[config.mk]
export PLATFORM = sky130hd
export DESIGN_NAME = scalar_kalman_filter
export DESIGN_NICKNAME = d
export VERILOG_FILES = /design/src/hw/rtl/skf_pkg.sv /design/src/hw/rtl/skf_ctrl.sv /design/src/hw/rtl/skf_dpath.sv /design/src/hw/rtl/scalar_kalman_filter.sv
export SDC_FILE = /design/constraint.sdc
export NUM_CORES = 2
export LEC_CHECK = 0
export ABC_AREA = 1
export BUFFER_PORTS_ARGS = -buffer_cell sky130_fd_sc_hd__buf_2
export CAP_MARGIN = 40
export CORE_ASPECT_RATIO = 0.5
export CORE_MARGIN = 1.5
export CORE_UTILIZATION = 50
export CTS_CLUSTER_DIAMETER = 50
export CTS_CLUSTER_SIZE = 14
export DETAILED_ROUTE_END_ITERATION = 10
export PLACE_DENSITY_LB_ADDON = 0.08
export SYNTH_ARGS = -nofsm -noshare
export SYNTH_HDL_FRONTEND = slang
export SYNTH_SLANG_ARGS = --single-unit
[constraint.sdc]
create_clock -name aclk -period 7.5 [get_ports aclk]
set_input_delay 1.5 -clock aclk [delete_from_list [all_inputs] [get_ports aclk]]
set_output_delay 1.5 -clock aclk [all_outputs]
set_load 0.02 [all_outputs]
[src/hw/rtl/skf_pkg.sv]
`default_nettype none

package skf_pkg;

    localparam int CFG_INDEX_W = 2;

    localparam logic [CFG_INDEX_W-1:0] REG_PROCESS_NOISE     = 2'd0;
    localparam logic [CFG_INDEX_W-1:0] REG_MEASUREMENT_NOISE = 2'd1;
    localparam logic [CFG_INDEX_W-1:0] REG_INITIAL_ESTIMATE  = 2'd2;
    localparam logic [CFG_INDEX_W-1:0] REG_INITIAL_COVARIANCE = 2'd3;

    typedef struct packed {
        logic load;
        logic pred;
        logic sum;
        logic div;
        logic div_last;
        logic mul;
        logic est;
        logic fin;
    } skf_ctrl_t;

endpackage

`default_nettype wire

[src/hw/rtl/skf_ctrl.sv]
`default_nettype none

module skf_ctrl
    import skf_pkg::*;
#(
    parameter int FRAC_BITS = 16
) (
    input  wire logic      aclk,
    input  wire logic      aresetn,
    input  wire logic      start,
    input  wire logic      out_free,
    output logic           ready,
    output skf_ctrl_t      ctrl
);

    localparam int CNT_W = $clog2(FRAC_BITS + 1);
    localparam logic [CNT_W-1:0] DivLast = CNT_W'(FRAC_BITS);

    localparam logic [2:0] ST_IDLE = 3'd0;
    localparam logic [2:0] ST_PRED = 3'd1;
    localparam logic [2:0] ST_SUM  = 3'd2;
    localparam logic [2:0] ST_DIV  = 3'd3;
    localparam logic [2:0] ST_MUL  = 3'd4;
    localparam logic [2:0] ST_EST  = 3'd5;
    localparam logic [2:0] ST_FIN  = 3'd6;

    logic [2:0]       state_reg;
    logic [2:0]       state_next;
    logic [CNT_W-1:0] cnt_reg;
    logic [CNT_W-1:0] cnt_next;

    always_comb begin
        state_next = state_reg;
        cnt_next   = cnt_reg;
        case (state_reg)
            ST_IDLE: begin
                if (start) begin
                    state_next = ST_PRED;
                end
            end
            ST_PRED: state_next = ST_SUM;
            ST_SUM: begin
                state_next = ST_DIV;
                cnt_next   = '0;
            end
            ST_DIV: begin
                if (cnt_reg == DivLast) begin
                    state_next = ST_MUL;
                end else begin
                    cnt_next = cnt_reg + 1'b1;
                end
            end
            ST_MUL: state_next = ST_EST;
            ST_EST: state_next = ST_FIN;
            ST_FIN: begin
                if (out_free) begin
                    state_next = ST_IDLE;
                end
            end
            default: state_next = ST_IDLE;
        endcase
    end

    always_ff @(posedge aclk) begin
        if (!aresetn) begin
            state_reg <= ST_IDLE;
            cnt_reg   <= '0;
        end else begin
            state_reg <= state_next;
            cnt_reg   <= cnt_next;
        end
    end

    always_comb begin
        ready         = (state_reg == ST_IDLE);
        ctrl.load     = ready && start;
        ctrl.pred     = (state_reg == ST_PRED);
        ctrl.sum      = (state_reg == ST_SUM);
        ctrl.div      = (state_reg == ST_DIV);
        ctrl.div_last = (state_reg == ST_DIV) && (cnt_reg == DivLast);
        ctrl.mul      = (state_reg == ST_MUL);
        ctrl.est      = (state_reg == ST_EST);
        ctrl.fin      = (state_reg == ST_FIN) && out_free;
    end

    a_accept_starts: assert property (@(posedge aclk) disable iff (!aresetn)
        (state_reg == ST_IDLE && start) |=> (state_reg == ST_PRED))
        else $error("accepted word did not start the predict step");

    a_div_ends: assert property (@(posedge aclk) disable iff (!aresetn)
        (state_reg == ST_DIV && cnt_reg == DivLast) |=> (state_reg == ST_MUL))
        else $error("division did not end after its last quotient bit");

    a_div_count: assert property (@(posedge aclk) disable iff (!aresetn)
        (state_reg == ST_DIV) |-> (cnt_reg <= DivLast))
        else $error("division counter ran past its last bit");

endmodule

`default_nettype wire

[src/hw/rtl/skf_dpath.sv]
`default_nettype none

module skf_dpath
    import skf_pkg::*;
#(
    parameter int DATA_WIDTH = 32,
    parameter int FRAC_BITS  = 16
) (
    input  wire logic                         aclk,
    input  wire logic                         aresetn,
    input  wire skf_ctrl_t                    ctrl,
    input  wire logic signed [DATA_WIDTH-1:0] meas_in,
    input  wire logic                         restart_in,
    input  wire logic [DATA_WIDTH-1:0]        q_in,
    input  wire logic [DATA_WIDTH-1:0]        r_in,
    input  wire logic signed [DATA_WIDTH-1:0] init_est_in,
    input  wire logic [DATA_WIDTH-1:0]        init_cov_in,
    output logic signed [DATA_WIDTH-1:0]      est_out,
    output logic [FRAC_BITS:0]                gain_out,
    output logic [DATA_WIDTH-1:0]             cov_out
);

    localparam int DW = DATA_WIDTH;
    localparam int PW = DATA_WIDTH + FRAC_BITS + 4;
    localparam logic [FRAC_BITS:0] OneFx = (FRAC_BITS + 1)'(1) << FRAC_BITS;
    localparam logic [DATA_WIDTH-1:0] CovOne = DATA_WIDTH'(1) << FRAC_BITS;
    localparam logic signed [DATA_WIDTH+1:0] EstMax = {3'b000, {(DATA_WIDTH-1){1'b1}}};
    localparam logic signed [DATA_WIDTH+1:0] EstMin = {3'b111, {(DATA_WIDTH-1){1'b0}}};

    logic signed [DW-1:0]   meas_reg;
    logic signed [DW-1:0]   est_reg;
    logic [DW-1:0]          cov_reg;
    logic [DW-1:0]          p_reg;
    logic signed [DW:0]     resid_reg;
    logic [DW:0]            sum_reg;
    logic                   zero_reg;
    logic [DW+1:0]          rem_reg;
    logic [FRAC_BITS:0]     k_reg;
    logic signed [PW-1:0]   prod_reg;

    logic [DW:0]            pred_sum;
    logic [DW:0]            gain_den;
    logic [DW+2:0]          trial;
    logic                   qbit;
    logic [DW+1:0]          keep;
    logic signed [DW+1:0]   mul_a;
    logic signed [FRAC_BITS+1:0] mul_b;
    logic signed [PW-1:0]   prod_sh;
    logic signed [DW+1:0]   est_sum;
    logic signed [DW-1:0]   est_sat;
    logic [DW-1:0]          cov_new;

    always_comb begin
        pred_sum = {1'b0, cov_reg} + {1'b0, q_in};
        gain_den = {1'b0, p_reg} + {1'b0, r_in};
        trial    = {1'b0, rem_reg} - {2'b00, sum_reg};
        qbit     = ~trial[DW+2];
        keep     = qbit ? trial[DW+1:0] : rem_reg;
        if (ctrl.est) begin
            mul_a = $signed({2'b00, p_reg});
            mul_b = $signed({1'b0, OneFx - k_reg});
        end else begin
            mul_a = $signed({resid_reg[DW], resid_reg});
            mul_b = $signed({1'b0, k_reg});
        end
        prod_sh = prod_reg >>> FRAC_BITS;
        est_sum = $signed({{2{est_reg[DW-1]}}, est_reg}) + $signed(prod_sh[DW+1:0]);
        if (est_sum > EstMax) begin
            est_sat = EstMax[DW-1:0];
        end else if (est_sum < EstMin) begin
            est_sat = EstMin[DW-1:0];
        end else begin
            est_sat = est_sum[DW-1:0];
        end
        cov_new = prod_reg[FRAC_BITS +: DW];
    end

    always_ff @(posedge aclk) begin
        if (!aresetn) begin
            est_reg <= '0;
            cov_reg <= CovOne;
        end else begin
            if (ctrl.load && restart_in) begin
                est_reg <= init_est_in;
                cov_reg <= init_cov_in;
            end
            if (ctrl.est) begin
                est_reg <= est_sat;
            end
            if (ctrl.fin) begin
                cov_reg <= cov_new;
            end
        end
    end

    always_ff @(posedge aclk) begin
        if (ctrl.load) begin
            meas_reg <= meas_in;
        end
        if (ctrl.pred) begin
            p_reg     <= pred_sum[DW] ? {DW{1'b1}} : pred_sum[DW-1:0];
            resid_reg <= $signed({meas_reg[DW-1], meas_reg})
                       - $signed({est_reg[DW-1], est_reg});
        end
        if (ctrl.sum) begin
            sum_reg  <= gain_den;
            zero_reg <= (gain_den == '0);
            rem_reg  <= {2'b00, p_reg};
            k_reg    <= '0;
        end
        if (ctrl.div) begin
            rem_reg <= {keep[DW:0], 1'b0};
            if (ctrl.div_last && zero_reg) begin
                k_reg <= '0;
            end else begin
                k_reg <= {k_reg[FRAC_BITS-1:0], qbit};
            end
        end
        if (ctrl.mul || ctrl.est) begin
            prod_reg <= mul_a * mul_b;
        end
    end

    assign est_out  = est_reg;
    assign gain_out = k_reg;
    assign cov_out  = cov_new;

    a_gain_range: assert property (@(posedge aclk) disable iff (!aresetn)
        ctrl.mul |-> (k_reg <= OneFx))
        else $error("gain exceeds one");

    a_zero_gain: assert property (@(posedge aclk) disable iff (!aresetn)
        (ctrl.mul && zero_reg) |-> (k_reg == '0))
        else $error("gain is not zero for a zero denominator");

    a_cov_shrinks: assert property (@(posedge aclk) disable iff (!aresetn)
        ctrl.fin |-> (cov_new <= p_reg))
        else $error("updated covariance exceeds predicted covariance");

endmodule

`default_nettype wire

[src/hw/rtl/scalar_kalman_filter.sv]
// Scalar Kalman filter on a stream of signed fixed-point measurements.
// The input channel (s_*) carries one measurement per word in s_tdata and a
// restart flag in s_tuser; a set flag reloads the estimate and covariance
// from the initial registers before the word is processed.
// The result channel (m_*) carries the new estimate, the gain used and the
// new covariance for every input word, in input order.
// Registers are written through the cfg_* channel, which is always ready;
// write them only while no word is in flight.
// Each word passes through one sequencer: predict, sum, a restoring divider
// that produces one gain bit per cycle, then two passes through a single
// shared multiplier. A new word is taken only once the sequencer is back
// in idle, once the last result has gone into the output register.
// The result sits in an output register, so the next word is accepted while
// the receiver stalls; a second result waits inside the block until that
// register is free.
// Reset loads all configuration registers with their defaults and sets
// the estimate to zero and the covariance to one.
`default_nettype none

module scalar_kalman_filter
    import skf_pkg::*;
#(
    parameter int DATA_WIDTH = 32,
    parameter int FRAC_BITS  = 16
) (
    input  wire logic                   aclk,
    input  wire logic                   aresetn,

    input  wire logic                   s_tvalid,
    output logic                        s_tready,
    input  wire logic [((DATA_WIDTH + 7) / 8) * 8 - 1:0] s_tdata,   // measurement
    input  wire logic                   s_tuser,   // restart

    output logic                        m_tvalid,
    input  wire logic                   m_tready,
    output logic [((2 * DATA_WIDTH + FRAC_BITS + 1 + 7) / 8) * 8 - 1:0] m_tdata,
                                                   // estimate, gain, covariance

    input  wire logic                   cfg_valid,
    output logic                        cfg_ready,
    input  wire logic [CFG_INDEX_W-1:0] cfg_index,
    input  wire logic [DATA_WIDTH-1:0]  cfg_data
);

    localparam int OutW = ((2 * DATA_WIDTH + FRAC_BITS + 1 + 7) / 8) * 8;
    localparam logic [DATA_WIDTH-1:0] CovOne  = DATA_WIDTH'(1) << FRAC_BITS;
    localparam logic [DATA_WIDTH-1:0] QReset  = DATA_WIDTH'((64'd1 << FRAC_BITS) / 100);

    logic [DATA_WIDTH-1:0]        q_reg;
    logic [DATA_WIDTH-1:0]        r_reg;
    logic signed [DATA_WIDTH-1:0] init_est_reg;
    logic [DATA_WIDTH-1:0]        init_cov_reg;

    skf_ctrl_t                    ctrl;
    logic                         out_free;
    logic signed [DATA_WIDTH-1:0] est_w;
    logic [FRAC_BITS:0]           gain_w;
    logic [DATA_WIDTH-1:0]        cov_w;

    logic                         out_valid_reg;
    logic [DATA_WIDTH-1:0]        est_o_reg;
    logic [FRAC_BITS:0]           gain_o_reg;
    logic [DATA_WIDTH-1:0]        cov_o_reg;

    assign cfg_ready = 1'b1;

    always_ff @(posedge aclk) begin
        if (!aresetn) begin
            q_reg        <= QReset;
            r_reg        <= CovOne;
            init_est_reg <= '0;
            init_cov_reg <= CovOne;
        end else if (cfg_valid && cfg_ready) begin
            case (cfg_index)
                REG_PROCESS_NOISE:      q_reg        <= cfg_data;
                REG_MEASUREMENT_NOISE:  r_reg        <= cfg_data;
                REG_INITIAL_ESTIMATE:   init_est_reg <= cfg_data;
                REG_INITIAL_COVARIANCE: init_cov_reg <= cfg_data;
                default: ;
            endcase
        end
    end

    assign out_free = !out_valid_reg || m_tready;

    skf_ctrl #(
        .FRAC_BITS (FRAC_BITS)
    ) u_ctrl (
        .aclk     (aclk),
        .aresetn  (aresetn),
        .start    (s_tvalid),
        .out_free (out_free),
        .ready    (s_tready),
        .ctrl     (ctrl)
    );

    skf_dpath #(
        .DATA_WIDTH (DATA_WIDTH),
        .FRAC_BITS  (FRAC_BITS)
    ) u_dpath (
        .aclk        (aclk),
        .aresetn     (aresetn),
        .ctrl        (ctrl),
        .meas_in     (s_tdata[DATA_WIDTH-1:0]),
        .restart_in  (s_tuser),
        .q_in        (q_reg),
        .r_in        (r_reg),
        .init_est_in (init_est_reg),
        .init_cov_in (init_cov_reg),
        .est_out     (est_w),
        .gain_out    (gain_w),
        .cov_out     (cov_w)
    );

    always_ff @(posedge aclk) begin
        if (!aresetn) begin
            out_valid_reg <= 1'b0;
        end else if (ctrl.fin) begin
            out_valid_reg <= 1'b1;
        end else if (m_tready) begin
            out_valid_reg <= 1'b0;
        end
    end

    always_ff @(posedge aclk) begin
        if (ctrl.fin) begin
            est_o_reg  <= est_w;
            gain_o_reg <= gain_w;
            cov_o_reg  <= cov_w;
        end
    end

    assign m_tvalid = out_valid_reg;
    assign m_tdata  = OutW'({cov_o_reg, gain_o_reg, est_o_reg});

endmodule

`default_nettype wire

==> impl_metrics.py <==
metrics = {
    "drt": {
        "post_drt_via_cell_ratio": 5.50,
        "drtPass1Iterations": 6,
        "routed_wire_length_per_instance_um": 22.5,
        "post-route-drc-count": 0,
        "antenna_violating_nets_post_route": 0,
        "finalWirelength_mm": 162,
        "drt_iter0_markers": 3399,
        "via_count_of_the_routed_design": 39600,
    },
    "clock_tree": {
        "cts_made_buffers": 46,
        "maximum_buffer_depth_of_the_clock_tree": 3,
        "cts_tree": "yes",
        "cts-htree-levels": 2,
        "clkLatencyLatePin_ns": 0.64,
        "cts_sinks": 498,
        "ctsHoldBuffers": 0,
        "cts_root_buf": "clkbuf_16",
        "clk_pin_slew_worst_paths_ns": 0.07,
    },
    "die": {
        "floorplan.die_area_um2": 95400,
        "core_area_um2": 92700,
        "placementRows": 79,
        "die_width_um": 435,
        "initial_utilization": 0.504,
        "fp.dieH_um": 219,
        "boundaryPins": 163,
    },
    "run": {
        "cap_viol_max_count": 0,
    },
    "placed_design": {
        "hpwl_mm": 131,
        "gp_congestion": 0.972,
        "postPlaceCellArea_um2": 49800,
        "port_buffers": 154,
        "detailedPlace.worstSlack_ns": -0.0293,
    },
    "timing": {
        "fmax_ghz": 0.135,
        "holdWs_ns": 0.448,
        "worst_pin_slew_ns": 0.875,
        "report.final.hold_viol_count": 0,
        "drv_slew": 0,
        "period_share": 0.986,
        "fin_crit_ns": 7.40,
        "final.setup_skew_ns": 0.0377,
        "setup_violations": 0,
        "fin_ws_ns": 0.103,
        "grt_setup_unrepaired": "yes",
        "max-slew-margin-rel": 0.417,
    },
    "yosys": {
        "number_of_enable_flip_flop_cells_after_synthesis": 296,
        "syn-instance-count": 5687,
        "yosysSeqAreaShare": 0.277,
        "synth_area_per_cell_um2": 8.21,
        "ys.flop_type": "edfxtp_1",
        "ys_types": 58,
        "synth_area_um2": 46700,
        "post_synth_main_area_contributors": "fa_1 23%, edfxtp_1 19%, inv_1 8.7%",
        "yosys_warns": 0,
        "cell_type_contributing_the_most_total_cell_area_after_synthesis": "fa_1",
        "ys_ff_latch": 498,
        "yosys-top-cells-count": "1,086 x inv_1, 1,062 x nand2_1, 631 x nor2_1",
        "post-synth-top-area-fraction": 0.229,
        "asyncSetResetFlopFracSynth": 0,
        "post-synth-top-count-cell": "inv_1",
    },
    "grt": {
        "vias_in_the_first_global_route": 38600,
        "global_route.overflow_total": 0,
        "grt_util_all_layers": 0.336,
        "antenna_found_initial": 11,
        "grt_max_degree": 82,
        "grt_first_pass_wirelength_mm": 239,
    },
    "setup_path": {
        "largest_incremental_delay_on_the_critical_path_ns": 0.58,
        "critical_path.endpoint_type": "register",
        "cp_most_frequent_cell": "inv_2",
        "slowest_stage": "fa_1",
        "timing.critical_path.fanout_max": 6,
        "cp_buf_inv_count": 9,
        "crit_family": "adder cells",
        "critical_path.startpoint": "u_dpath.gain_out[1]",
        "cp_data_required_time_ns": 7.87,
        "critical_path_class": "register to register",
        "regToRegStartpoint": "u_dpath.gain_out[1]",
        "worst_setup_path_start_kind": "register",
        "wp_data_arrival_ns": 7.77,
    },
    "run_status": {
        "status": "finished, final reports clean",
    },
    "hold_path": {
        "worst_hold_startpoint": "init_est_reg[0]",
        "worstHoldPathType": "register to register",
    },
    "final_layout": {
        "fin_area_um2": 52200,
        "footprint_of_the_multi_input_gates_um2": 29400,
        "fillerInstances": 8710,
        "flip_flop_and_latch_area_um2": 12900,
        "final_nets": 6792,
        "drive_above_1_share": 0.108,
        "area_growth_pct": 11.7,
    },
}
## tightest hold or removal path, cell delays in order (launching register included)
cell and delay, ns:
dfxtp_1 0.31, inv_1 0.04, a21oi_1 0.05
## final timing paths
kind                            slack, ns              endpoint  depth (start not counted)
worst min-delay path                 0.45       init_est_reg[0]                          2
worst min register to register       0.45       init_est_reg[0]                          2
worst max register to register       0.10  u_dpath.prod_reg[43]                         34
worst max-delay path                 0.10  u_dpath.prod_reg[43]                         34
## what timing repair did
item,CTS,global route
cloned,0,4
buffers inserted,0,27
endpoints found under the setup margin,3,24
pin swaps,0,40
gates resized for setup,2,147
## area by class of cell
cell class	instances	share of cell area
antenna	6	0.000288
tap	1255	0.0301
clock inverter	11	0.00278
multi-input combinational	3911	0.564
timing repair buffer	346	0.0506
clock buffer	71	0.0249
sequential	498	0.248
inverter	1104	0.0798
## per-stage QoR
stage | util | std cells | TNS (ns)
after global placement | 0.535 | 7073 | 0
final | 0.563 | 7202 | 0
after floorplan | - | 5693 | 0
after global routing | 0.563 | 7197 | -1.69
after CTS | 0.553 | 7165 | 0
after detailed placement | 0.538 | 7083 | -0.0425
## placed cells by master, fill, tap and decap left out, drive strengths merged, types with 10 or more instances in the layout
master,netlist,final
a21o,20,20
nor2,663,663
dfxtp,202,202
clkbuf,126,75
o21a,15,15
nor3,66,66
xnor2,67,67
nand3,128,128
nor4,12,12
buf,54,342
edfxtp,296,296
nand2,1070,1070
xor2,100,100
inv,1095,1101
o211ai,20,20
nand4,26,26
a31oi,41,41
a21boi,16,16
o21ai,352,352
clkinv,9,10
o21bai,14,14
or2,40,40
a21oi,403,403
fa,534,534
ha,279,279
## routing by layer
metal / vias up / part of all wire / track usage
met5: - / 0.0015 / 0.0161
met4: 6 / 0.031 / 0.100
met3: 248 / 0.097 / 0.0816
met2: 1551 / 0.44 / 0.518
met1: 19500 / 0.43 / 0.469
li1: 18200 / - / -
## kinds of logic after synthesis
kind of cell    after synthesis  share of synthesized area
other cells                   2                   0.000161
simple gates               2019                      0.176
flops                       498                      0.277
compound gates              904                      0.106
buf+inv                    1284                      0.106
fa+ha+maj                   813                      0.304
xor+xnor                    167                     0.0315
Power is not shown: default switching activity piles up to over one toggle a cycle in this logic, so the estimate is an artifact.
